<file path="config.mk">
export PLATFORM = sky130hd
export DESIGN_NAME = cgt_point
export DESIGN_NICKNAME = d
export VERILOG_FILES = /design/src/rtl/cgt_pkg.sv /design/src/rtl/cgt_point.sv
export SDC_FILE = /design/constraint.sdc
export NUM_CORES = 2
export LEC_CHECK = 0
export BUFFER_PORTS_ARGS = -buffer_cell sky130_fd_sc_hd__clkbuf_2
export CAP_MARGIN = 20
export CORE_UTILIZATION = 60
export DETAILED_ROUTE_END_ITERATION = 10
export PLACE_DENSITY_LB_ADDON = 0.12
export SLEW_MARGIN = 20
export SYNTH_ARGS = -nofsm -noshare
export SYNTH_HDL_FRONTEND = slang
export SYNTH_SLANG_ARGS = --single-unit
</file>
<file path="constraint.sdc">
create_clock -name clk -period 17.2 [get_ports clk]
set_clock_uncertainty 0.1 [all_clocks]
set_input_delay 3.44 -clock clk [delete_from_list [all_inputs] [get_ports clk]]
set_output_delay 3.44 -clock clk [all_outputs]
set_load 0.01 [all_outputs]
</file>
<file path="src/rtl/cgt_pkg.sv">
// Shared types, constants and elaboration-time tables for the color grade texel transform.
// Used by every design module of the block; no dependencies of its own.
`default_nettype none

package cgt_pkg;

  localparam int GRID_SIZE = 16;
  localparam int GRID_LIM  = GRID_SIZE - 1;
  localparam int IDX_W     = $clog2(GRID_SIZE);
  localparam int FRAC_BITS = 12;
  localparam int ONE       = 1 << FRAC_BITS;
  localparam int HALF      = ONE / 2;
  localparam int LOG_FRAC  = 16;
  localparam int DIV_STEPS = 17;

  // pipeline depths, counted in register stages
  localparam int LAT_POINT  = 1;
  localparam int LAT_GRAD   = 3 + DIV_STEPS + 1;
  localparam int LAT_GAMMA  = 1 + LOG_FRAC + 1 + LOG_FRAC + 1;
  localparam int LAT_XFORM  = LAT_GAMMA;
  localparam int LAT_BLEND  = 2;
  localparam int PIPE_DEPTH = LAT_XFORM + LAT_BLEND;

  localparam int CFG_AW = 6;
  localparam int CFG_DW = 64;

  typedef enum logic [2:0] {
    MODE_NONE,
    MODE_IDENTITY,
    MODE_TEMPERATURE,
    MODE_COLORIZE,
    MODE_GRADIENT,
    MODE_CONTRAST,
    MODE_GAMMA
  } mode_t;

  typedef enum logic [2:0] {
    REG_MODE,
    REG_AMOUNT,
    REG_COLOR_A,
    REG_COLOR_B,
    REG_TAP_LEVELS,
    REG_CONTRAST,
    REG_BRIGHTNESS,
    REG_GAMMA
  } reg_idx_t;

  typedef logic signed [15:0] chan_t;
  typedef chan_t [2:0] rgb_t;

  typedef struct packed {
    rgb_t t;
    logic sat;
  } tres_t;

  typedef struct packed {
    logic sat;
    chan_t v;
  } satv_t;

  typedef struct packed {
    logic [2:0]         mode;
    logic [12:0]        amount;
    logic [47:0]        color_a;
    logic [47:0]        color_b;
    logic [31:0]        tap_levels;
    logic [14:0]        contrast;
    logic signed [13:0] brightness;
    logic [13:0]        gamma;
  } cfg_t;

  function automatic satv_t sat_chan(input logic signed [39:0] x);
    satv_t res;
    if (x > 40'sd32767) begin
      res.sat = 1'b1;
      res.v   = 16'sh7fff;
    end else if (x < -40'sd32768) begin
      res.sat = 1'b1;
      res.v   = 16'sh8000;
    end else begin
      res.sat = 1'b0;
      res.v   = x[15:0];
    end
    return res;
  endfunction

  // identity ramp level for each grid index, rounded
  function automatic logic [GRID_SIZE*16-1:0] ident_table();
    logic [GRID_SIZE*16-1:0] tbl;
    tbl = '0;
    for (int k = 0; k < GRID_SIZE; k++) begin
      tbl[k*16 +: 16] = 16'((k * ONE * 2 + GRID_LIM) / (2 * GRID_LIM));
    end
    return tbl;
  endfunction

  function automatic logic [63:0] isqrt64(input logic [63:0] n_in);
    logic [63:0] n;
    logic [63:0] res;
    logic [63:0] bitv;
    n    = n_in;
    res  = '0;
    bitv = 64'd1 << 62;
    for (int i = 0; i < 32; i++) begin
      if (n >= res + bitv) begin
        n   = n - (res + bitv);
        res = (res >> 1) + bitv;
      end else begin
        res = res >> 1;
      end
      bitv = bitv >> 2;
    end
    return res;
  endfunction

  // Q1.30 factors 2^(2^(i-16)), entry i for fraction bit i
  function automatic logic [LOG_FRAC*32-1:0] exp_table();
    logic [LOG_FRAC*32-1:0] tbl;
    logic [63:0]            c;
    tbl = '0;
    c   = isqrt64(64'd2 << 60);
    for (int i = LOG_FRAC - 1; i >= 0; i--) begin
      tbl[i*32 +: 32] = c[31:0];
      c = isqrt64(c << 30);
    end
    return tbl;
  endfunction

  localparam logic [GRID_SIZE*16-1:0] IDENT_TBL = ident_table();
  localparam logic [LOG_FRAC*32-1:0]  EXP_TBL   = exp_table();

endpackage

`default_nettype wire

</file>
<file path="src/rtl/cgt_point.sv">
// Single-stage point operations: pass-through, identity ramp, gain and contrast.
// Depends on cgt_pkg for types, the identity table and the saturation helper.
`default_nettype none

module cgt_point import cgt_pkg::*; (
  input  wire logic                  clk,
  input  wire logic                  en,
  input  wire rgb_t                  src,
  input  wire logic [2:0][IDX_W-1:0] idx,
  input  wire cfg_t                  cfg,
  output tres_t                      res
);

  tres_t              res_next;
  logic [IDX_W-1:0]   k     [3];
  logic [15:0]        ident [3];
  logic signed [32:0] gain_p [3];
  logic signed [16:0] cdiff [3];
  logic signed [32:0] con_p [3];
  logic signed [39:0] tv    [3];
  satv_t              sv    [3];

  always_comb begin
    res_next.sat = 1'b0;
    for (int i = 0; i < 3; i++) begin
      k[i]      = (idx[i] > IDX_W'(GRID_LIM)) ? IDX_W'(GRID_LIM) : idx[i];
      ident[i]  = IDENT_TBL[k[i]*16 +: 16];
      gain_p[i] = $signed(src[i]) * $signed({1'b0, cfg.color_a[16*i +: 16]});
      cdiff[i]  = $signed({src[i][15], src[i]}) - 17'sd2048;
      con_p[i]  = cdiff[i] * $signed({1'b0, cfg.contrast});
      case (mode_t'(cfg.mode))
        MODE_IDENTITY:    tv[i] = 40'({1'b0, ident[i]});
        MODE_TEMPERATURE,
        MODE_COLORIZE:    tv[i] = (40'(gain_p[i]) + 40'(HALF)) >>> FRAC_BITS;
        MODE_CONTRAST:    tv[i] = ((40'(con_p[i]) + 40'(HALF)) >>> FRAC_BITS)
                                  + 40'(HALF) + 40'($signed(cfg.brightness));
        default:          tv[i] = 40'($signed(src[i]));
      endcase
      sv[i]          = sat_chan(tv[i]);
      res_next.t[i]  = sv[i].v;
      res_next.sat   = res_next.sat | sv[i].sat;
    end
  end

  always_ff @(posedge clk) begin
    if (en) begin
      res <= res_next;
    end
  end

endmodule

`default_nettype wire

</file>
== Yosys cells after proc, flatten, opt, wreduce, memory -nomap -nowiden ==
Cells that the tools add are included.
Storage, ports and cells
  bits in read-only memories: 0
  logic and storage cells: 56
  memories kept: 0
  register bits: 49
  bits of input ports: 249
  memory bits (writable): 0
  bits in latches: 0
  output and inout port bits: 49
Operators by class
  order comparisons: 9
  equality and inequality tests: 4
  shift operators: 3
  divide/modulo/power cells: 0
  reduce and logical (&&, ||, !) cells: 1
  $add $sub $neg: 15
  multiplexer cells: 12
  multiply operators: 6
  bitwise operators: 2
Operators by type and width (number)
  $shiftx A256 B9 Y16 const A: 3
  $pmux W40 S3: 3
  $add A33 B13 Y34 const B: 6
  $gt A40 B16 Y1 const B: 3
  $lt A40 B16 Y1 const B: 3
  $mux W17: 6
  $mul A16 B17 Y33: 3
  $mul A17 B16 Y33: 3
  $add A23 B14 Y24: 3
  $add A22 B13 Y23 const B: 3
  $sub A16 B13 Y17 const B: 3
  $gt A4 B4 Y1 const B: 3
  $mux W4: 3
  $eq A3 B2 Y1 const B: 2
  $eq A3 B1 Y1 const B: 1
  $eq A3 B3 Y1 const B: 1
  $or A1 B1 Y1: 2
  $reduce_or A2 Y1: 1

== Longest topological paths before layout ==
  depth after elaboration: 11
  mapped depth: 45
  mapped depth without buffers: 42

== Worst setup path after synthesis ==
No wires, ideal clock.
  path kind: input-to-reg
  from: in src[27] in the netlist's numbering
  to: reg res[0] in the netlist's numbering (data pin)
  setup time: 272 ps
  data required time: 16828 ps
  path slack: 3532 ps
  arrival time: 13296 ps
  stages: 42
  path through: inv_1 clkbuf_1 ha_1 nor3b_1 xnor2_1 clkbuf_1 and2_1 fa_1 fa_1 fa_1 inv_1 fa_1 inv_1 fa_1 inv_1 fa_1 inv_1 ha_1 (+6 left out) o21ai_0 nand2b_1 a21oi_1 xnor2_1 ha_1 ha_1 a21o_1 a21o_1 nor4_4 o21ai_2 a31oi_4 xnor2_1 a2111oi_2 inv_1 or4_1 or4_1 a21o_1 or4b_1
RTL lines
  from (decl): RTL line cgt_point.sv:8  | input wire rgb_t src,
  to (signal assigned): RTL line cgt_point.sv:47  | res <= res_next;
  to (decl): RTL line cgt_point.sv:11  | output tres_t res

==> impl_metrics.tcl <==
set metrics [dict create \
    outcome "finished clean" \
    synth.yosys.seq_area_share_pct 2.31 \
    hold_path_class "input port to flop" \
    cts_num_sinks 49 \
    fillers 9207 \
    area_growth_pct 3.45 \
    wl_per_cell_um 18.7 \
    crit_path_top_delay_cell "clkbuf_2" \
    drive_gt1_share_pct 4.27 \
    antenna_found_initial 17 \
    syn_area_mm2 0.0636 \
    die_h_um 328 \
    initial_core_util_pct 60.4 \
    rsz0062_at_grt "no" \
    ys_ff_latch 49 \
    yosysWarnings 0 \
    holdPathEnd "res[16]$_SDFFCE_PN0P_" \
    die_width_um 328 \
    grt_overflow_total 0 \
    path_clk_slew_ns 0.09 \
    worstPathArrival_ns 14.90 \
    setup_viol 0 \
    cts_tree "done" \
    io_pins 298 \
    crit_type "input port to flop" \
    gp_congestion 0.890 \
    regMostFlops "res" \
    detail-route-antenna-nets 0 \
    ys_types 97 \
    min_from "en" \
    synth_ff_type "edfxtp_1" \
    die_area_mm2 0.107 \
    cts-buffers-inserted 5 \
    grt_max_degree 59 \
    top_regs "res x49" \
    crit_path_frequent_cell "fa_1" \
    whs_path_depth 2 \
    cap_violations 0 \
    grt_pass1_wl_mm 268 \
    wl_mm 163 \
    mostFrequentLayoutCell "inv_1" \
    dr_total_vias 48800 \
    clk_path_buf_depth 2 \
    dp.final_hpwl_mm 131 \
    first_pass_iters 6 \
    syn_avg_cell_area_um2 8.63 \
    routed_via_density 5.60 \
    largest_reg_flops 49 \
    syn_nets 9788 \
    cts_resized 0 \
    cts_root_buf "clkbuf_16" \
    cp_max_fo 25 \
    syn_inst 7371 \
    slew-limit-headroom_pct 24.9 \
    fmax_mhz 67.2 \
    crit_path_start_kind "input port" \
    post-route-period-util_pct 86.5 \
    grt_pass1_vias 51100 \
    drc 0 \
    fin_setup_tns_ns 0 \
    num_rows 119 \
    grt_use_total_pct 31.6 \
    nets 9725 \
    worstPathRequired_ns 17.21 \
    portBuffers 190 \
    drtIter0Drc 3197 \
    min_period_ns 14.89 \
    htreeDepth 2 \
    synth_edf_count 49 \
    synthArstFlopShare_pct 0 \
    tightest_slew_ns 1.12 \
    cts_setup_buffers 0 \
    finalHoldViolCount 0 \
    holdBufCountCts 0 \
    cp-end-kind "flop" \
    final_cell_mix "inv_1, fa_1, nand2_1" \
    core_area_mm2 0.105 \
    drv_slew 0 \
    critPathMaxStageDelay_ns 0.64 \
]
-- layout make-up --
class	count	area [µm²]	area share [%]
Sequential cell	49	1470	2.24
Clock buffer	6	129	0.196
Tap cell	1391	1740	2.64
Antenna cell	7	17.5	0.0266
Inverter	1856	6970	10.6
Multi-Input combinational cell	5141	54000	82.1
Timing Repair Buffer	255	1440	2.19
Clock inverter	2	38.8	0.0589
-- cell usage after synthesis, types with 21 or more instances --
master    number  area, µm²
nor2_1       165        619
and3_1        23        144
nand2b_1      94        588
nand2_1      907       3400
xor2_1        75        657
a211oi_1      24        180
clkbuf_1     306       1150
o21a_1        32        240
nand3_1       43        215
edfxtp_1      49       1470
inv_1       1855       6960
ha_1         815      10200
xnor2_1      115       1010
a31oi_1       23        144
a21o_1        62        465
and2_1       633       3960
a21oi_1      209       1050
nor3_1        54        270
o21ai_0      151        756
nand4_1       21        131
fa_1        1353      27100
nor2b_1       52        325
-- layer usage --
metal / part of all wire, % / global-route usage, %
met5: 0.047 / 0
met4: 3.2 / 9.44
met3: 7.3 / 4.65
met2: 48 / 52.9
met1: 41 / 42.5
-- through the flow --
| step | utilization (%) | hold slack [ns] | area, µm² | setup WS, ns | instances |
|---|---|---|---|---|---|
| after floorplan | - | 3.45 | 63600 | 3.53 | 7371 |
| after global placement | 62.4 | 3.77 | 65600 | 2.17 | 8692 |
| after global routing | 62.5 | 3.71 | 65800 | 1.70 | 8705 |
| after detailed placement | 62.4 | 3.76 | 65600 | 1.94 | 8692 |
| final | 62.5 | 3.69 | 65800 | 2.32 | 8707 |
| after CTS | 62.5 | 3.67 | 65800 | 2.34 | 8700 |
-- worst max-delay path, delay by kind of cell --
kind,cells,cell delay (ns)
and+or+nand+nor,3,0.91
xor gates and xnor gates,2,0.34
AOI/OAI and AO/OA,17,4.34
buffers and inverters,5,1.27
adders and majority gates,10,4.60
-- how the worst max path moves through the flow --
stage / slack [ns] / start / cells after the start / end
floorplan: 3.53 / src[27] / 42 / res[0]$_DFFE_PP_
global placement: 2.17 / src[43] / 38 / res[0]$_DFFE_PP_
detailed placement: 1.94 / src[43] / 38 / res[0]$_DFFE_PP_
CTS: 2.34 / src[43] / 38 / res[0]$_DFFE_PP_
global route: 1.70 / src[11] / 41 / res[0]$_DFFE_PP_
finish: 2.32 / src[43] / 37 / res[0]$_DFFE_PP_
-- cells by family (layout without fill, tap and decap cells) --
kind of cell	count (synthesis)	count (layout)	share of synthesized area, %
buf+inv	2181	2119	12.9
fa+ha+maj	2173	2173	58.7
flops	49	49	2.31
compound gates	700	700	7.27
other cells	0	7	0
simple gates	2063	2063	16.0
xor+xnor	190	190	2.62
mux	15	15	0.238
Power is left out: the tool's default activity adds up to more than one toggle a clock period on the data nets, which glitch-free logic cannot reach.
