<file path="config.mk">
export PLATFORM = sky130hd
export DESIGN_NAME = cgt_blend
export DESIGN_NICKNAME = d
export VERILOG_FILES = /design/src/rtl/cgt_pkg.sv /design/src/rtl/cgt_blend.sv
export SDC_FILE = /design/constraint.sdc
export NUM_CORES = 2
export LEC_CHECK = 0
export BUFFER_PORTS_ARGS = -buffer_cell sky130_fd_sc_hd__buf_2
export CORE_UTILIZATION = 52
export DETAILED_ROUTE_END_ITERATION = 10
export MAX_ROUTING_LAYER = met4
export PLACE_DENSITY = 0.68
export SYNTH_ARGS = -nofsm -noshare
export SYNTH_HDL_FRONTEND = slang
export SYNTH_SLANG_ARGS = --single-unit
</file>
<file path="constraint.sdc">
create_clock -name clk -period 12.7 [get_ports clk]
set_input_delay 1.27 -clock clk [delete_from_list [all_inputs] [get_ports clk]]
set_output_delay 1.27 -clock clk [all_outputs]
set_load 0.01 [all_outputs]
</file>
<file path="src/rtl/cgt_pkg.sv">
// Shared types, constants and elaboration-time tables for the color grade texel transform.
// Used by every design module of the block; no dependencies of its own.
`default_nettype none

package cgt_pkg;

  localparam int GRID_SIZE = 16;
  localparam int GRID_LIM  = GRID_SIZE - 1;
  localparam int IDX_W     = $clog2(GRID_SIZE);
  localparam int FRAC_BITS = 12;
  localparam int ONE       = 1 << FRAC_BITS;
  localparam int HALF      = ONE / 2;
  localparam int LOG_FRAC  = 16;
  localparam int DIV_STEPS = 17;

  // pipeline depths, counted in register stages
  localparam int LAT_POINT  = 1;
  localparam int LAT_GRAD   = 3 + DIV_STEPS + 1;
  localparam int LAT_GAMMA  = 1 + LOG_FRAC + 1 + LOG_FRAC + 1;
  localparam int LAT_XFORM  = LAT_GAMMA;
  localparam int LAT_BLEND  = 2;
  localparam int PIPE_DEPTH = LAT_XFORM + LAT_BLEND;

  localparam int CFG_AW = 6;
  localparam int CFG_DW = 64;

  typedef enum logic [2:0] {
    MODE_NONE,
    MODE_IDENTITY,
    MODE_TEMPERATURE,
    MODE_COLORIZE,
    MODE_GRADIENT,
    MODE_CONTRAST,
    MODE_GAMMA
  } mode_t;

  typedef enum logic [2:0] {
    REG_MODE,
    REG_AMOUNT,
    REG_COLOR_A,
    REG_COLOR_B,
    REG_TAP_LEVELS,
    REG_CONTRAST,
    REG_BRIGHTNESS,
    REG_GAMMA
  } reg_idx_t;

  typedef logic signed [15:0] chan_t;
  typedef chan_t [2:0] rgb_t;

  typedef struct packed {
    rgb_t t;
    logic sat;
  } tres_t;

  typedef struct packed {
    logic sat;
    chan_t v;
  } satv_t;

  typedef struct packed {
    logic [2:0]         mode;
    logic [12:0]        amount;
    logic [47:0]        color_a;
    logic [47:0]        color_b;
    logic [31:0]        tap_levels;
    logic [14:0]        contrast;
    logic signed [13:0] brightness;
    logic [13:0]        gamma;
  } cfg_t;

  function automatic satv_t sat_chan(input logic signed [39:0] x);
    satv_t res;
    if (x > 40'sd32767) begin
      res.sat = 1'b1;
      res.v   = 16'sh7fff;
    end else if (x < -40'sd32768) begin
      res.sat = 1'b1;
      res.v   = 16'sh8000;
    end else begin
      res.sat = 1'b0;
      res.v   = x[15:0];
    end
    return res;
  endfunction

  // identity ramp level for each grid index, rounded
  function automatic logic [GRID_SIZE*16-1:0] ident_table();
    logic [GRID_SIZE*16-1:0] tbl;
    tbl = '0;
    for (int k = 0; k < GRID_SIZE; k++) begin
      tbl[k*16 +: 16] = 16'((k * ONE * 2 + GRID_LIM) / (2 * GRID_LIM));
    end
    return tbl;
  endfunction

  function automatic logic [63:0] isqrt64(input logic [63:0] n_in);
    logic [63:0] n;
    logic [63:0] res;
    logic [63:0] bitv;
    n    = n_in;
    res  = '0;
    bitv = 64'd1 << 62;
    for (int i = 0; i < 32; i++) begin
      if (n >= res + bitv) begin
        n   = n - (res + bitv);
        res = (res >> 1) + bitv;
      end else begin
        res = res >> 1;
      end
      bitv = bitv >> 2;
    end
    return res;
  endfunction

  // Q1.30 factors 2^(2^(i-16)), entry i for fraction bit i
  function automatic logic [LOG_FRAC*32-1:0] exp_table();
    logic [LOG_FRAC*32-1:0] tbl;
    logic [63:0]            c;
    tbl = '0;
    c   = isqrt64(64'd2 << 60);
    for (int i = LOG_FRAC - 1; i >= 0; i--) begin
      tbl[i*32 +: 32] = c[31:0];
      c = isqrt64(c << 30);
    end
    return tbl;
  endfunction

  localparam logic [GRID_SIZE*16-1:0] IDENT_TBL = ident_table();
  localparam logic [LOG_FRAC*32-1:0]  EXP_TBL   = exp_table();

endpackage

`default_nettype wire

</file>
<file path="src/rtl/cgt_blend.sv">
// Two-stage blend of source and transformed color by the amount, with rounding.
// Depends on cgt_pkg for types and the saturation helper.
`default_nettype none

module cgt_blend import cgt_pkg::*; (
  input  wire logic        clk,
  input  wire logic        en,
  input  wire rgb_t        src,
  input  wire tres_t       xf,
  input  wire logic [12:0] amount,
  output rgb_t             o,
  output logic             sat
);

  logic [12:0]        w;
  logic [12:0]        iw;
  logic signed [29:0] ps_next [3];
  logic signed [29:0] pt_next [3];
  logic signed [29:0] ps      [3];
  logic signed [29:0] pt      [3];
  logic               sat_b1;

  always_comb begin
    w  = (amount > 13'(ONE)) ? 13'(ONE) : amount;
    iw = 13'(ONE) - w;
    for (int i = 0; i < 3; i++) begin
      ps_next[i] = $signed(src[i]) * $signed({1'b0, iw});
      pt_next[i] = $signed(xf.t[i]) * $signed({1'b0, w});
    end
  end

  always_ff @(posedge clk) begin
    if (en) begin
      ps     <= ps_next;
      pt     <= pt_next;
      sat_b1 <= xf.sat;
    end
  end

  logic signed [39:0] sum [3];
  satv_t              sv  [3];
  rgb_t               o_next;
  logic               sat_next;

  always_comb begin
    sat_next = sat_b1;
    for (int i = 0; i < 3; i++) begin
      sum[i]    = (40'(ps[i]) + 40'(pt[i]) + 40'(HALF)) >>> FRAC_BITS;
      sv[i]     = sat_chan(sum[i]);
      o_next[i] = sv[i].v;
      sat_next  = sat_next | sv[i].sat;
    end
  end

  always_ff @(posedge clk) begin
    if (en) begin
      o   <= o_next;
      sat <= sat_next;
    end
  end

endmodule

`default_nettype wire

</file>
# --- After elaboration in Yosys (flattened, before gate mapping) ---
# Cells that the tools add are included.
# Widths: inputs -> output; s select.
word_totals:
  output_inout_bits: 49
  input_bits: 112
  ff_bits: 230
  word_cells: 41
op_classes:
  n_mux: 7
  order_cmp: 7
  n_addsub: 7
  bitwise: 3
  multipliers: 6
op_table:
  columns: ["op", "count"]
  rows:
  - ["$mul 16x14->30", 6]
  - ["$mux 17", 6]
  - ["$add 31x13->32 const B", 3]
  - ["$add 30x30->31", 3]
  - ["$gt 20x16->1 const B", 3]
  - ["$lt 20x16->1 const B", 3]
  - ["$gt 13x13->1 const B", 1]
  - ["$mux 13", 1]
  - ["$sub 13x13->13 const A", 1]
  - ["$or 1x1->1", 3]

# --- Longest topological paths before layout ---
logic_depth:
  word_depth: 8
  ltp_mapped: 40
  depth_no_buf: 36

# --- Worst setup path after synthesis ---
# OpenSTA, ideal clock, no wires.
synth_timing:
  path_kind: "input port to flip-flop"
  startpoint: "input port amount[1]"
  endpoint: "register ps[28] (netlist name) (data pin)"
  setup_slack_ns: 2.633
  required_time_ns: 12.428
  n_path_buf: 5
  setup_ns: 0.272
  t_arrival_ns: 9.795
  stages: 36
  cell_sequence: "nor3_1 > nand4_1 > o21ai_1 > clkbuf_1 > and2_1 > clkbuf_1 > clkbuf_1 > inv_1 > ha_1 > or3b_1 > nor3_1 > nand2_1 > or2_1 > nor2_1 > xnor2_1 > clkbuf_1 > clkbuf_1 > nand2_1 > fa_1 > inv_1 > fa_1 > fa_1 > fa_1 > fa_1 > inv_1 > fa_1 > inv_1 > ha_1 > nand3_1 > a2111o_1 > o2bb2ai_1 > o2111a_1 > nor3_1 > a41o_1 > mux2i_1 > or4_1"
synth_rtl:
  columns: ["element", "line_no", "rtl"]
  rows:
  - ["start, declared", "cgt_blend.sv:10", "input wire logic [12:0] amount,"]
  - ["end signal, assigned", "cgt_blend.sv:34", "ps <= ps_next;"]
  - ["end, declared", "cgt_blend.sv:19", "logic signed [29:0] ps [3];"]

==> impl_metrics.py <==
metrics = {
    "status": {
        "status": "finished, final reports clean",
    },
    "floorplan": {
        "num_rows": 124,
        "dieArea_um2": 117000,
        "die_h_um": 341,
        "die_w_um": 341,
        "core_um2": 114000,
        "boundaryPins": 161,
        "start_util_pct": 52.4,
    },
    "logic_synthesis": {
        "synthArstFlopShare_pct": 0,
        "synth_top_area_share_pct": 40.5,
        "yosysMostFrequentCell": "inv_1",
        "yosys_warnings": 0,
        "ys_types": 80,
        "ys_seq_area_share_pct": 11.5,
        "syn_area_per_cell_um2": 9.39,
        "ys_ff_latch": 230,
        "synthTopCellsByArea": "fa_1 40%, ha_1 13%, edfxtp_1 12%, inv_1 9.8%, nand2_1 5.0%",
        "syn_nets": 8324,
        "synth_area_leader_cell": "fa_1",
        "synth_enable_flop_cells": 230,
        "dominantRegCellSynth": "edfxtp_1",
        "syn-cell-area_um2": 59900,
        "ys_top_cells_by_count": "1,561 x inv_1, 1,212 x fa_1, 796 x nand2_1, 619 x ha_1, 354 x and2_1",
        "syn_inst": 6381,
    },
    "clock_tree": {
        "postCtsSetupBuffers": 0,
        "holdBufCountCts": 0,
        "clk_path_buf_depth": 3,
        "cts_tree": "built",
        "cts_htree_levels": 1,
        "numCtsBuffers": 25,
        "cts_resized": 0,
        "clk_latency_ps": 570,
        "clkSlewWorstSetupHoldPaths_ps": 60,
        "ctsRootBufferMaster": "clkbuf_16",
        "clock_sinks": 230,
    },
    "timing": {
        "setup_viol": 0,
        "fin_crit_ps": 10700,
        "clock.fmax_mhz": 93.5,
        "setup_tns_ps": 0,
        "rsz0062_at_grt": "no",
        "maxSlewHeadroom_pct": 16.8,
        "period_share_pct": 84.2,
        "clock_skew_ps": 32.5,
        "hold_viol": 0,
        "final_max_slew_viol_count": 0,
        "tightestPinTransition_ps": 1240,
    },
    "hold_path": {
        "timing.hold.worst.class": "in -> reg",
        "hp-start": "xf[0]",
    },
    "setup_path": {
        "cp_max_fo": 16,
        "worstSetupStartpoint": "amount[2]",
        "cp.arrival_ps": 10980,
        "cp-start-kind": "input port",
        "rr_startpoint": "ps[65]",
        "critPathMaxStageDelay_ps": 960,
        "cpMaxStageDelayCell": "xnor2_2",
        "crit_type": "in -> reg",
        "cp-end-kind": "register",
        "cp_common_cell": "fa_1",
        "required_ps": 12980,
    },
    "finish": {
        "area_growth_pct": 5.08,
        "fin_nets": 8293,
        "drive_gt1_share_pct": 4.63,
        "fin_util_pct": 55.1,
    },
    "drt": {
        "firstDrtPassIters": 9,
        "via_per_inst": 5.36,
        "vias": 42300,
        "drc": 0,
        "route.detailed.wl_per_inst_um": 18.2,
        "postRouteWirelength_um": 143000,
        "drt-initial-drc-count": 2267,
        "drtAntennaViolNets": 0,
    },
    "placement": {
        "io_buffers": 160,
        "gp_congestion": 0.891,
        "hpwl_um": 114000,
    },
    "global_routing": {
        "grt_pass1_wl_um": 236000,
        "grt_max_degree": 101,
        "track_usage_pct": 26.4,
        "grt_pass1_vias": 45400,
        "gr-total-overflow": 0,
        "antenna_found_initial": 11,
    },
    "job": {
        "maxCapViolCount": 0,
    },
}
-- placed cells by master (no fill, tap or decap), types with 5 or more instances in the layout --
cell type / Yosys / final
nor4_1: 6 / 6
a211oi_1: 20 / 20
xor2_1: 60 / 58
a21oi_1: 171 / 170
a2111oi_0: 6 / 6
nand3_1: 33 / 33
or2_2: 8 / 8
o31ai_1: 7 / 7
o21bai_1: 33 / 33
buf_4: 0 / 38
a21o_1: 102 / 102
a311oi_1: 5 / 5
clkbuf_16: 0 / 25
nand4_1: 20 / 20
or3_1: 15 / 15
ha_1: 619 / 618
xnor2_1: 187 / 183
a211o_1: 5 / 5
buf_2: 2 / 159
nor2b_1: 80 / 71
diode_2: 0 / 11
nor3_1: 51 / 51
inv_1: 1561 / 1561
edfxtp_1: 230 / 230
a31o_2: 9 / 9
nor2b_4: 0 / 8
o21a_1: 24 / 24
nand3b_1: 8 / 8
o21ai_0: 94 / 94
and3_1: 172 / 172
o211ai_1: 12 / 12
nand2b_1: 23 / 23
a21boi_0: 6 / 6
nor2_1: 102 / 98
nand2_1: 796 / 796
a31oi_1: 18 / 18
fa_1: 1212 / 1212
and2_1: 354 / 352
-- critical path: cells and delay by family --
| family | cells | cell delay (ps) |
|---|---|---|
| XOR/XNOR | 2 | 1040 |
| AO/OA/AOI/OAI | 9 | 2330 |
| buffers and inverters | 6 | 800 |
| adder cells (fa/ha/maj) | 8 | 3410 |
| AND/OR/NAND/NOR | 10 | 2120 |
-- state kept, by name, summed over array words and instances, names as in the netlist --
name and count:
o 48, sat_b1 1, sat 1, ps 90, pt 90
-- stage by stage --
stage | hold WS [ps] | cells | setup WS [ps] | cell area, um^2
5_1_grt | 878 | 7886 | 1480 | 63000
3_3_place_gp | 863 | 7835 | 1720 | 62100
6_report | 902 | 7890 | 2000 | 63000
4_1_cts | 870 | 7879 | 2010 | 63000
3_5_place_dp | 872 | 7835 | 1400 | 62100
2_1_floorplan | 627 | 6381 | 2630 | 59900
-- metal layers --
metal	up-vias	track usage, %	wire [um]	part of all wire (%)
met4	0	8.74	5500	3.8
met3	254	2.90	7150	5.0
met5	-	-	0	0
met2	1085	45.7	73000	51
li1	19300	-	-	-
met1	21600	32.2	57700	40
-- path summary, 6_finish.rpt --
check             endpoint  slack (ps)  depth (start not counted)
hold reg to reg        sat         900                          2
setup reg to reg      o[3]        7580                         13
setup / recovery    ps[59]        2000                         35
hold / removal      sat_b1         900                          1
-- logic make-up after synthesis --
| kind of cell | count (synthesis) | synth area share [%] |
|---|---|---|
| adder cells (fa/ha/maj) | 1831 | 53.4 |
| buffers and inverters | 1818 | 11.4 |
| AND/OR/NAND/NOR | 1687 | 13.8 |
| AO/OA/AOI/OAI | 564 | 6.22 |
| XOR/XNOR | 247 | 3.61 |
| flip-flops | 230 | 11.5 |
| multiplexers | 4 | 0.0668 |
-- final cells by class --
| class | instances | area, um^2 |
|---|---|---|
| fillers | 10300 | 51400 |
| multi-input cells | 4333 | 46400 |
| flip-flops and latches | 230 | 6910 |
| inverters | 1561 | 5860 |
| well taps | 1512 | 1890 |
| repair buffers | 199 | 1120 |
| clock buffers | 25 | 626 |
| clock inverters | 19 | 175 |
| diodes | 11 | 27.5 |
Power is left out: the tool's default activity adds up to more than one toggle a clock period on the data nets, which glitch-free logic cannot reach.
