[src/rtl/cgt_pkg.sv]
// Shared types, constants and elaboration-time tables for the color grade texel transform.
// Used by every design module of the block; no dependencies of its own.
`default_nettype none

package cgt_pkg;

  localparam int GRID_SIZE = 16;
  localparam int GRID_LIM  = GRID_SIZE - 1;
  localparam int IDX_W     = $clog2(GRID_SIZE);
  localparam int FRAC_BITS = 12;
  localparam int ONE       = 1 << FRAC_BITS;
  localparam int HALF      = ONE / 2;
  localparam int LOG_FRAC  = 16;
  localparam int DIV_STEPS = 17;

  // pipeline depths, counted in register stages
  localparam int LAT_POINT  = 1;
  localparam int LAT_GRAD   = 3 + DIV_STEPS + 1;
  localparam int LAT_GAMMA  = 1 + LOG_FRAC + 1 + LOG_FRAC + 1;
  localparam int LAT_XFORM  = LAT_GAMMA;
  localparam int LAT_BLEND  = 2;
  localparam int PIPE_DEPTH = LAT_XFORM + LAT_BLEND;

  localparam int CFG_AW = 6;
  localparam int CFG_DW = 64;

  typedef enum logic [2:0] {
    MODE_NONE,
    MODE_IDENTITY,
    MODE_TEMPERATURE,
    MODE_COLORIZE,
    MODE_GRADIENT,
    MODE_CONTRAST,
    MODE_GAMMA
  } mode_t;

  typedef enum logic [2:0] {
    REG_MODE,
    REG_AMOUNT,
    REG_COLOR_A,
    REG_COLOR_B,
    REG_TAP_LEVELS,
    REG_CONTRAST,
    REG_BRIGHTNESS,
    REG_GAMMA
  } reg_idx_t;

  typedef logic signed [15:0] chan_t;
  typedef chan_t [2:0] rgb_t;

  typedef struct packed {
    rgb_t t;
    logic sat;
  } tres_t;

  typedef struct packed {
    logic sat;
    chan_t v;
  } satv_t;

  typedef struct packed {
    logic [2:0]         mode;
    logic [12:0]        amount;
    logic [47:0]        color_a;
    logic [47:0]        color_b;
    logic [31:0]        tap_levels;
    logic [14:0]        contrast;
    logic signed [13:0] brightness;
    logic [13:0]        gamma;
  } cfg_t;

  function automatic satv_t sat_chan(input logic signed [39:0] x);
    satv_t res;
    if (x > 40'sd32767) begin
      res.sat = 1'b1;
      res.v   = 16'sh7fff;
    end else if (x < -40'sd32768) begin
      res.sat = 1'b1;
      res.v   = 16'sh8000;
    end else begin
      res.sat = 1'b0;
      res.v   = x[15:0];
    end
    return res;
  endfunction

  // identity ramp level for each grid index, rounded
  function automatic logic [GRID_SIZE*16-1:0] ident_table();
    logic [GRID_SIZE*16-1:0] tbl;
    tbl = '0;
    for (int k = 0; k < GRID_SIZE; k++) begin
      tbl[k*16 +: 16] = 16'((k * ONE * 2 + GRID_LIM) / (2 * GRID_LIM));
    end
    return tbl;
  endfunction

  function automatic logic [63:0] isqrt64(input logic [63:0] n_in);
    logic [63:0] n;
    logic [63:0] res;
    logic [63:0] bitv;
    n    = n_in;
    res  = '0;
    bitv = 64'd1 << 62;
    for (int i = 0; i < 32; i++) begin
      if (n >= res + bitv) begin
        n   = n - (res + bitv);
        res = (res >> 1) + bitv;
      end else begin
        res = res >> 1;
      end
      bitv = bitv >> 2;
    end
    return res;
  endfunction

  // Q1.30 factors 2^(2^(i-16)), entry i for fraction bit i
  function automatic logic [LOG_FRAC*32-1:0] exp_table();
    logic [LOG_FRAC*32-1:0] tbl;
    logic [63:0]            c;
    tbl = '0;
    c   = isqrt64(64'd2 << 60);
    for (int i = LOG_FRAC - 1; i >= 0; i--) begin
      tbl[i*32 +: 32] = c[31:0];
      c = isqrt64(c << 30);
    end
    return tbl;
  endfunction

  localparam logic [GRID_SIZE*16-1:0] IDENT_TBL = ident_table();
  localparam logic [LOG_FRAC*32-1:0]  EXP_TBL   = exp_table();

endpackage

`default_nettype wire

[src/rtl/cgt_regs.sv]
// Configuration register file behind the APB-style port.
// Depends on cgt_pkg for the register map and the cfg_t bundle.
`default_nettype none

module cgt_regs import cgt_pkg::*; (
  input  wire logic              clk,
  input  wire logic              rst,
  input  wire logic              psel,
  input  wire logic              penable,
  input  wire logic              pwrite,
  input  wire logic [CFG_AW-1:0] paddr,
  input  wire logic [CFG_DW-1:0] pwdata,
  output logic      [CFG_DW-1:0] prdata,
  output logic                   pready,
  output cfg_t                   cfg
);

  reg_idx_t idx;

  assign idx    = reg_idx_t'(paddr[CFG_AW-1:3]);
  assign pready = 1'b1;

  always_ff @(posedge clk) begin
    if (rst) begin
      cfg.mode       <= 3'(MODE_NONE);
      cfg.amount     <= 13'(ONE);
      cfg.color_a    <= 48'h1000_1000_1000;
      cfg.color_b    <= '0;
      cfg.tap_levels <= 32'h1000_0000;
      cfg.contrast   <= 15'(ONE);
      cfg.brightness <= '0;
      cfg.gamma      <= 14'(ONE);
    end else if (psel && penable && pwrite) begin
      case (idx)
        REG_MODE:       cfg.mode       <= pwdata[2:0];
        REG_AMOUNT:     cfg.amount     <= pwdata[12:0];
        REG_COLOR_A:    cfg.color_a    <= pwdata[47:0];
        REG_COLOR_B:    cfg.color_b    <= pwdata[47:0];
        REG_TAP_LEVELS: cfg.tap_levels <= pwdata[31:0];
        REG_CONTRAST:   cfg.contrast   <= pwdata[14:0];
        REG_BRIGHTNESS: cfg.brightness <= pwdata[13:0];
        REG_GAMMA:      cfg.gamma      <= pwdata[13:0];
        default: ;
      endcase
    end
  end

  always_comb begin
    case (idx)
      REG_MODE:       prdata = CFG_DW'(cfg.mode);
      REG_AMOUNT:     prdata = CFG_DW'(cfg.amount);
      REG_COLOR_A:    prdata = CFG_DW'(cfg.color_a);
      REG_COLOR_B:    prdata = CFG_DW'(cfg.color_b);
      REG_TAP_LEVELS: prdata = CFG_DW'(cfg.tap_levels);
      REG_CONTRAST:   prdata = CFG_DW'(cfg.contrast);
      REG_BRIGHTNESS: prdata = CFG_DW'(unsigned'(cfg.brightness));
      REG_GAMMA:      prdata = CFG_DW'(cfg.gamma);
      default:        prdata = '0;
    endcase
  end

endmodule

`default_nettype wire

[config.mk]
export PLATFORM = sky130hd
export DESIGN_NAME = cgt_regs
export DESIGN_NICKNAME = d
export VERILOG_FILES = /design/src/rtl/cgt_pkg.sv /design/src/rtl/cgt_regs.sv
export SDC_FILE = /design/constraint.sdc
export NUM_CORES = 1
export LEC_CHECK = 0
export BUFFER_PORTS_ARGS = -buffer_cell sky130_fd_sc_hd__buf_2
export CORE_MARGIN = 4
export CORE_UTILIZATION = 43
export CTS_BUF_LIST = sky130_fd_sc_hd__clkbuf_4 sky130_fd_sc_hd__clkbuf_8 sky130_fd_sc_hd__clkbuf_16
export DETAILED_ROUTE_END_ITERATION = 12
export GPL_ROUTABILITY_DRIVEN = 0
export PLACE_DENSITY = 0.77
export SETUP_SLACK_MARGIN = 0.2
export SYNTH_ARGS = -nofsm -noshare
export SYNTH_HDL_FRONTEND = slang
export SYNTH_SLANG_ARGS = --single-unit
[constraint.sdc]
create_clock -name clk -period 1.25 [get_ports clk]
set_input_delay 0 -clock clk [delete_from_list [all_inputs] [get_ports clk]]
set_output_delay 0 -clock clk [all_outputs]
set_load 0.02 [all_outputs]
# Word-level counts from Yosys, hierarchy flattened
# Cells that the tools add are included.
# word_totals
regBits	187
in_bits	75
out_inout_bits	252
# classes
n_eq_ne	7
n_mux	1
n_reduce_logical	11
# ops
cell	n
$pmux 64 s8	1
$reduce_and 2->1	8
$eq 3x3->1 const B	4
$eq 3x2->1 const B	2
$eq 3x1->1 const B	1
$logic_not 3->1	1
$logic_and 1x1->1	2

# Longest topological paths before layout
# depth
word_depth	3
mapped_depth	8
mapped_depth_nobuf	4

# Worst setup path before layout
# No wires, ideal clock.
# synth_timing
path_type	flip-flop to output port
startpoint	register cfg[0] (netlist name)
endpoint	output prdata[0]
arrival_ns	1.208
required_time_ns	1.250
setup_slack_ns	0.042
path_stages_with_launch	5
path_buffers	0
cell_sequence	dfxtp_1 mux2_1 a22o_1 a221oi_1 nor2_1
# synth_between
elab_chain_len	1
# synth_rtl
element	line	source
start, declared	cgt_regs.sv:15	output cfg_t cfg
$pmux 64 s8	cgt_regs.sv:49	case (idx)
end, declared	cgt_regs.sv:13	output logic [CFG_DW-1:0] prdata,
# Every way passes these cells. The select of a mux whose other input is x is not followed.

# Worst setup path in the final report
# layout_timing
startpoint	register cfg[75] (netlist name)
endpoint	output prdata[0]
# The elaborated chain is that of the path after synthesis.

==> results.py <==
metrics = {
    "timing": {
        "final.setup_skew_ps": 0,
        "period_share": 1.35,
        "min_period_ps": 1690,
        "finalHoldViolCount": 0,
        "hold_ws_ps": 169,
        "finalSetupViolCount": 17,
        "slew_viol_final": 0,
        "rsz0062_at_grt": "yes",
        "fmax_ghz": 0.593,
        "fin_ws_ps": -436,
    },
    "die": {
        "dieArea_um2": 21400,
        "initial_core_util": 0.437,
        "rows": 50,
        "ios": 327,
        "coreArea_um2": 18800,
        "fp.dieW_um": 146,
        "fp.dieH_um": 146,
    },
    "cells_and_area": {
        "final_util": 0.674,
        "final_cells": 1707,
        "top_regs": "cfg: 187 flops",
        "finalNetCount": 1534,
        "largest_register": "cfg",
        "area_growth_pct": 54.2,
        "largest_reg_flops": 187,
        "drive_gt1_frac": 0.418,
    },
    "route": {
        "vias": 9378,
        "ant_nets": 0,
        "vias_per_cell": 5.49,
        "wl_um": 32800,
        "drc_errors": 0,
        "routedWlPerCell_um": 19.2,
        "drt_pass1_iterations": 5,
        "drt_iter0_markers": 731,
    },
    "critical_path": {
        "path_max_fanout": 2,
        "cpMaxStageDelayCell": "dfxtp_2",
        "critical_path_arrival_ps": 1690,
        "worstPathCellList": "mux2_4, a22o_1, a221oi_2, nor2_2, buf_6",
        "crit_type": "flop to primary output",
        "startpoint_type": "flop",
        "critPathMaxStageDelay_ps": 330,
        "rrSetupSlack_ps": 390,
        "r2r_cells": 5,
        "rr_startpoint": "cfg[1]$_SDFFE_PP0P_",
        "worst_setup_path_end_kind": "primary output",
        "required_ps": 1250,
        "worst_r2r_endpoint": "cfg[1]$_SDFFE_PP0P_",
    },
    "global_route": {
        "overflow": 0,
        "first_global_vias": 9227,
        "grt_pass1_wl_um": 49200,
        "grt_max_degree": 53,
        "antenna_found_initial": 1,
        "grt_usage": 0.284,
    },
    "synthesis": {
        "synth_compound_area_frac": 0.159,
        "ys_async_sr_fraction": 0,
        "ys_warn_count": 0,
        "synth_fa_ha_area_frac": 0,
        "synth_ff_type": "dfxtp_1",
        "synth_edf_count": 0,
        "ys_ff_latch": 187,
        "yosysUniqueCellTypes": 40,
        "synth_top_family_by_area": "simple AND/OR/NAND/NOR gates",
        "syn_area_um2": 8210,
        "synthSimpleGateAreaFrac": 0.227,
        "synth-xor-area-share": 0,
        "seq_area_frac_synth": 0.456,
        "synthMuxAreaShare": 0.0816,
        "syn_inst": 1056,
        "avgSynthCellArea_um2": 7.77,
    },
    "power_and_ir_drop": {
        "p_switching_w": 0.00331,
        "switching_share": 0.256,
        "vdd_drop_max_v": 0.000987,
        "combPwrFrac": 0.102,
        "p_leak_nw": 5.46,
        "power.density_nw_per_um2": 1020,
        "clkPwrFrac": 0.431,
        "p_int_w": 0.00962,
        "seq_power_share": 0.467,
    },
    "clock_network": {
        "cts.sinks": 187,
        "clk_pin_slew_ps": 70,
        "clkLatencyLatePin_ps": 430,
        "htreeDepth": 4,
        "clock_tree.buffer_depth": 2,
        "numCtsBuffers": 17,
        "tritoncts": "built",
        "root_buffer": "clkbuf_16",
    },
    "placement": {
        "place_hpwl_um": 20200,
        "portBuffers": 290,
        "place_ws_ps": -90.2,
        "dp.cells": 1566,
    },
    "hold_path": {
        "whs_endpoint": "cfg[186]$_SDFFE_PP0P_",
        "hold_path_depth": 5,
        "min_from": "paddr[3]",
        "hold_path_class": "input port to flop",
    },
    "flow_run": {
        "drv_cap": 0,
    },
    "status": {
        "outcome": "finished, violations left",
        "violations": "setup timing",
    },
}
-- layer usage --
metal	GRT usage	part of all wire
met1	0.353	0.38
met2	0.472	0.49
met3	0.0568	0.083
met4	0.143	0.052
met5	0	0
-- layout make-up --
cell class,instances,area [µm²]
multi-input cells,775,4070
clock inverters,14,158
fillers,1400,6110
repair buffers,468,3780
diodes,1,2.50
flip-flops and latches,187,3880
clock buffers,18,439
inverters,10,37.5
well taps,234,293
-- what timing repair did --
item | CTS | global route
setup buffers | 47 | 11
hold buffers | 49 | 0
pin swaps | 19 | 14
gates resized for setup | 176 | 149
endpoints found under the hold margin | 187 | 0
cloned | 1 | 0
endpoints found under the setup margin | 50 | 102
-- logic make-up after synthesis --
family,Yosys count
simple gates,463
compound gates,237
flops,187
buf+inv,109
mux,58
other cells,2
-- Yosys cell counts, types with 2 or more instances --
library cell / instances / area, µm²
nand2_1: 403 / 1510
mux2_1: 3 / 33.8
buf_4: 29 / 218
a22o_1: 9 / 78.8
mux2i_1: 41 / 410
mux4_2: 6 / 135
nor2_2: 3 / 18.8
nand2_2: 2 / 12.5
nand3b_1: 7 / 52.6
inv_1: 10 / 37.5
clkbuf_1: 31 / 116
buf_2: 30 / 150
conb_1: 2 / 7.51
nand3_1: 3 / 15.0
a22oi_1: 2 / 15.0
a221oi_1: 10 / 87.6
nand2b_1: 4 / 25.0
a21oi_1: 187 / 936
nor2_1: 26 / 97.6
a222oi_1: 3 / 30.0
nor2b_1: 6 / 37.5
mux2_2: 8 / 90.1
buf_6: 9 / 101
o22ai_1: 2 / 12.5
o2bb2ai_1: 2 / 17.5
dfxtp_1: 187 / 3740
o21ai_0: 18 / 90.1
-- power by group through the flow --
stage / logic, W / registers (W) / clock network [W]
floorplan: 0.000571 / 0.00622 / 0
global route: 0.00140 / 0.00604 / 0.00586
CTS: 0.00125 / 0.00603 / 0.00561
finish: 0.00132 / 0.00603 / 0.00557
global placement: 0.00103 / 0.00617 / 0
detailed placement: 0.00104 / 0.00617 / 0
-- metrics by stage --
step / TNS (ps) / total power, W / area, µm²
floorplan: 0 / 0.00679 / 8330
global placement: -363 / 0.00720 / 10300
detailed placement: -4790 / 0.00721 / 10300
CTS: -3880 / 0.0129 / 12100
global route: -5140 / 0.0133 / 12700
finish: -3770 / 0.0129 / 12700
-- cell usage in the layout, fill, tap and decap left out, types with 4 or more instances in the layout --
| cell | Yosys | routed |
|---|---|---|
| nand2_1 | 403 | 403 |
| a21oi_1 | 187 | 181 |
| buf_2 | 30 | 180 |
| buf_4 | 29 | 136 |
| dfxtp_2 | 0 | 105 |
| dfxtp_1 | 187 | 81 |
| buf_6 | 9 | 80 |
| dlygate4sd3_1 | 0 | 49 |
| mux2i_1 | 41 | 38 |
| nor2_1 | 26 | 23 |
| buf_12 | 0 | 21 |
| o21ai_1 | 0 | 17 |
| conb_1 | 2 | 17 |
| clkbuf_16 | 0 | 17 |
| a22o_1 | 9 | 9 |
| nand3b_1 | 7 | 7 |
| mux4_2 | 6 | 6 |
| inv_2 | 0 | 6 |
| a21oi_2 | 0 | 6 |
| a221oi_2 | 0 | 6 |
| mux2_2 | 8 | 6 |
| inv_6 | 0 | 6 |
| mux2_4 | 0 | 5 |
| nand2b_1 | 4 | 4 |
| inv_1 | 10 | 4 |
| nor2_2 | 3 | 4 |
-- critical path, delay by kind of cell, from the launching register on --
family,cells,cell delay [ps]
AOI/OAI and AO/OA,2,460
muxes,1,260
DFF,1,330
buffers and inverters,1,130
and+or+nand+nor,1,80
-- worst max path at each step --
stage	end	slack (ps)	start	cells past startpoint
2_1_floorplan	prdata[0]	110	cfg[0]$_SDFFE_PP0P_	4
3_3_place_gp	prdata[11]	-50	paddr[5]	6
3_5_place_dp	cfg[128]$_SDFFE_PP0P_	-90	paddr[5]	8
4_1_cts	prdata[0]	-440	cfg[75]$_SDFFE_PP0P_	5
5_1_grt	prdata[0]	-530	cfg[75]$_SDFFE_PP0P_	5
6_report	prdata[0]	-440	cfg[75]$_SDFFE_PP0P_	5
Note: power is estimated with default switching activity, not from simulation.
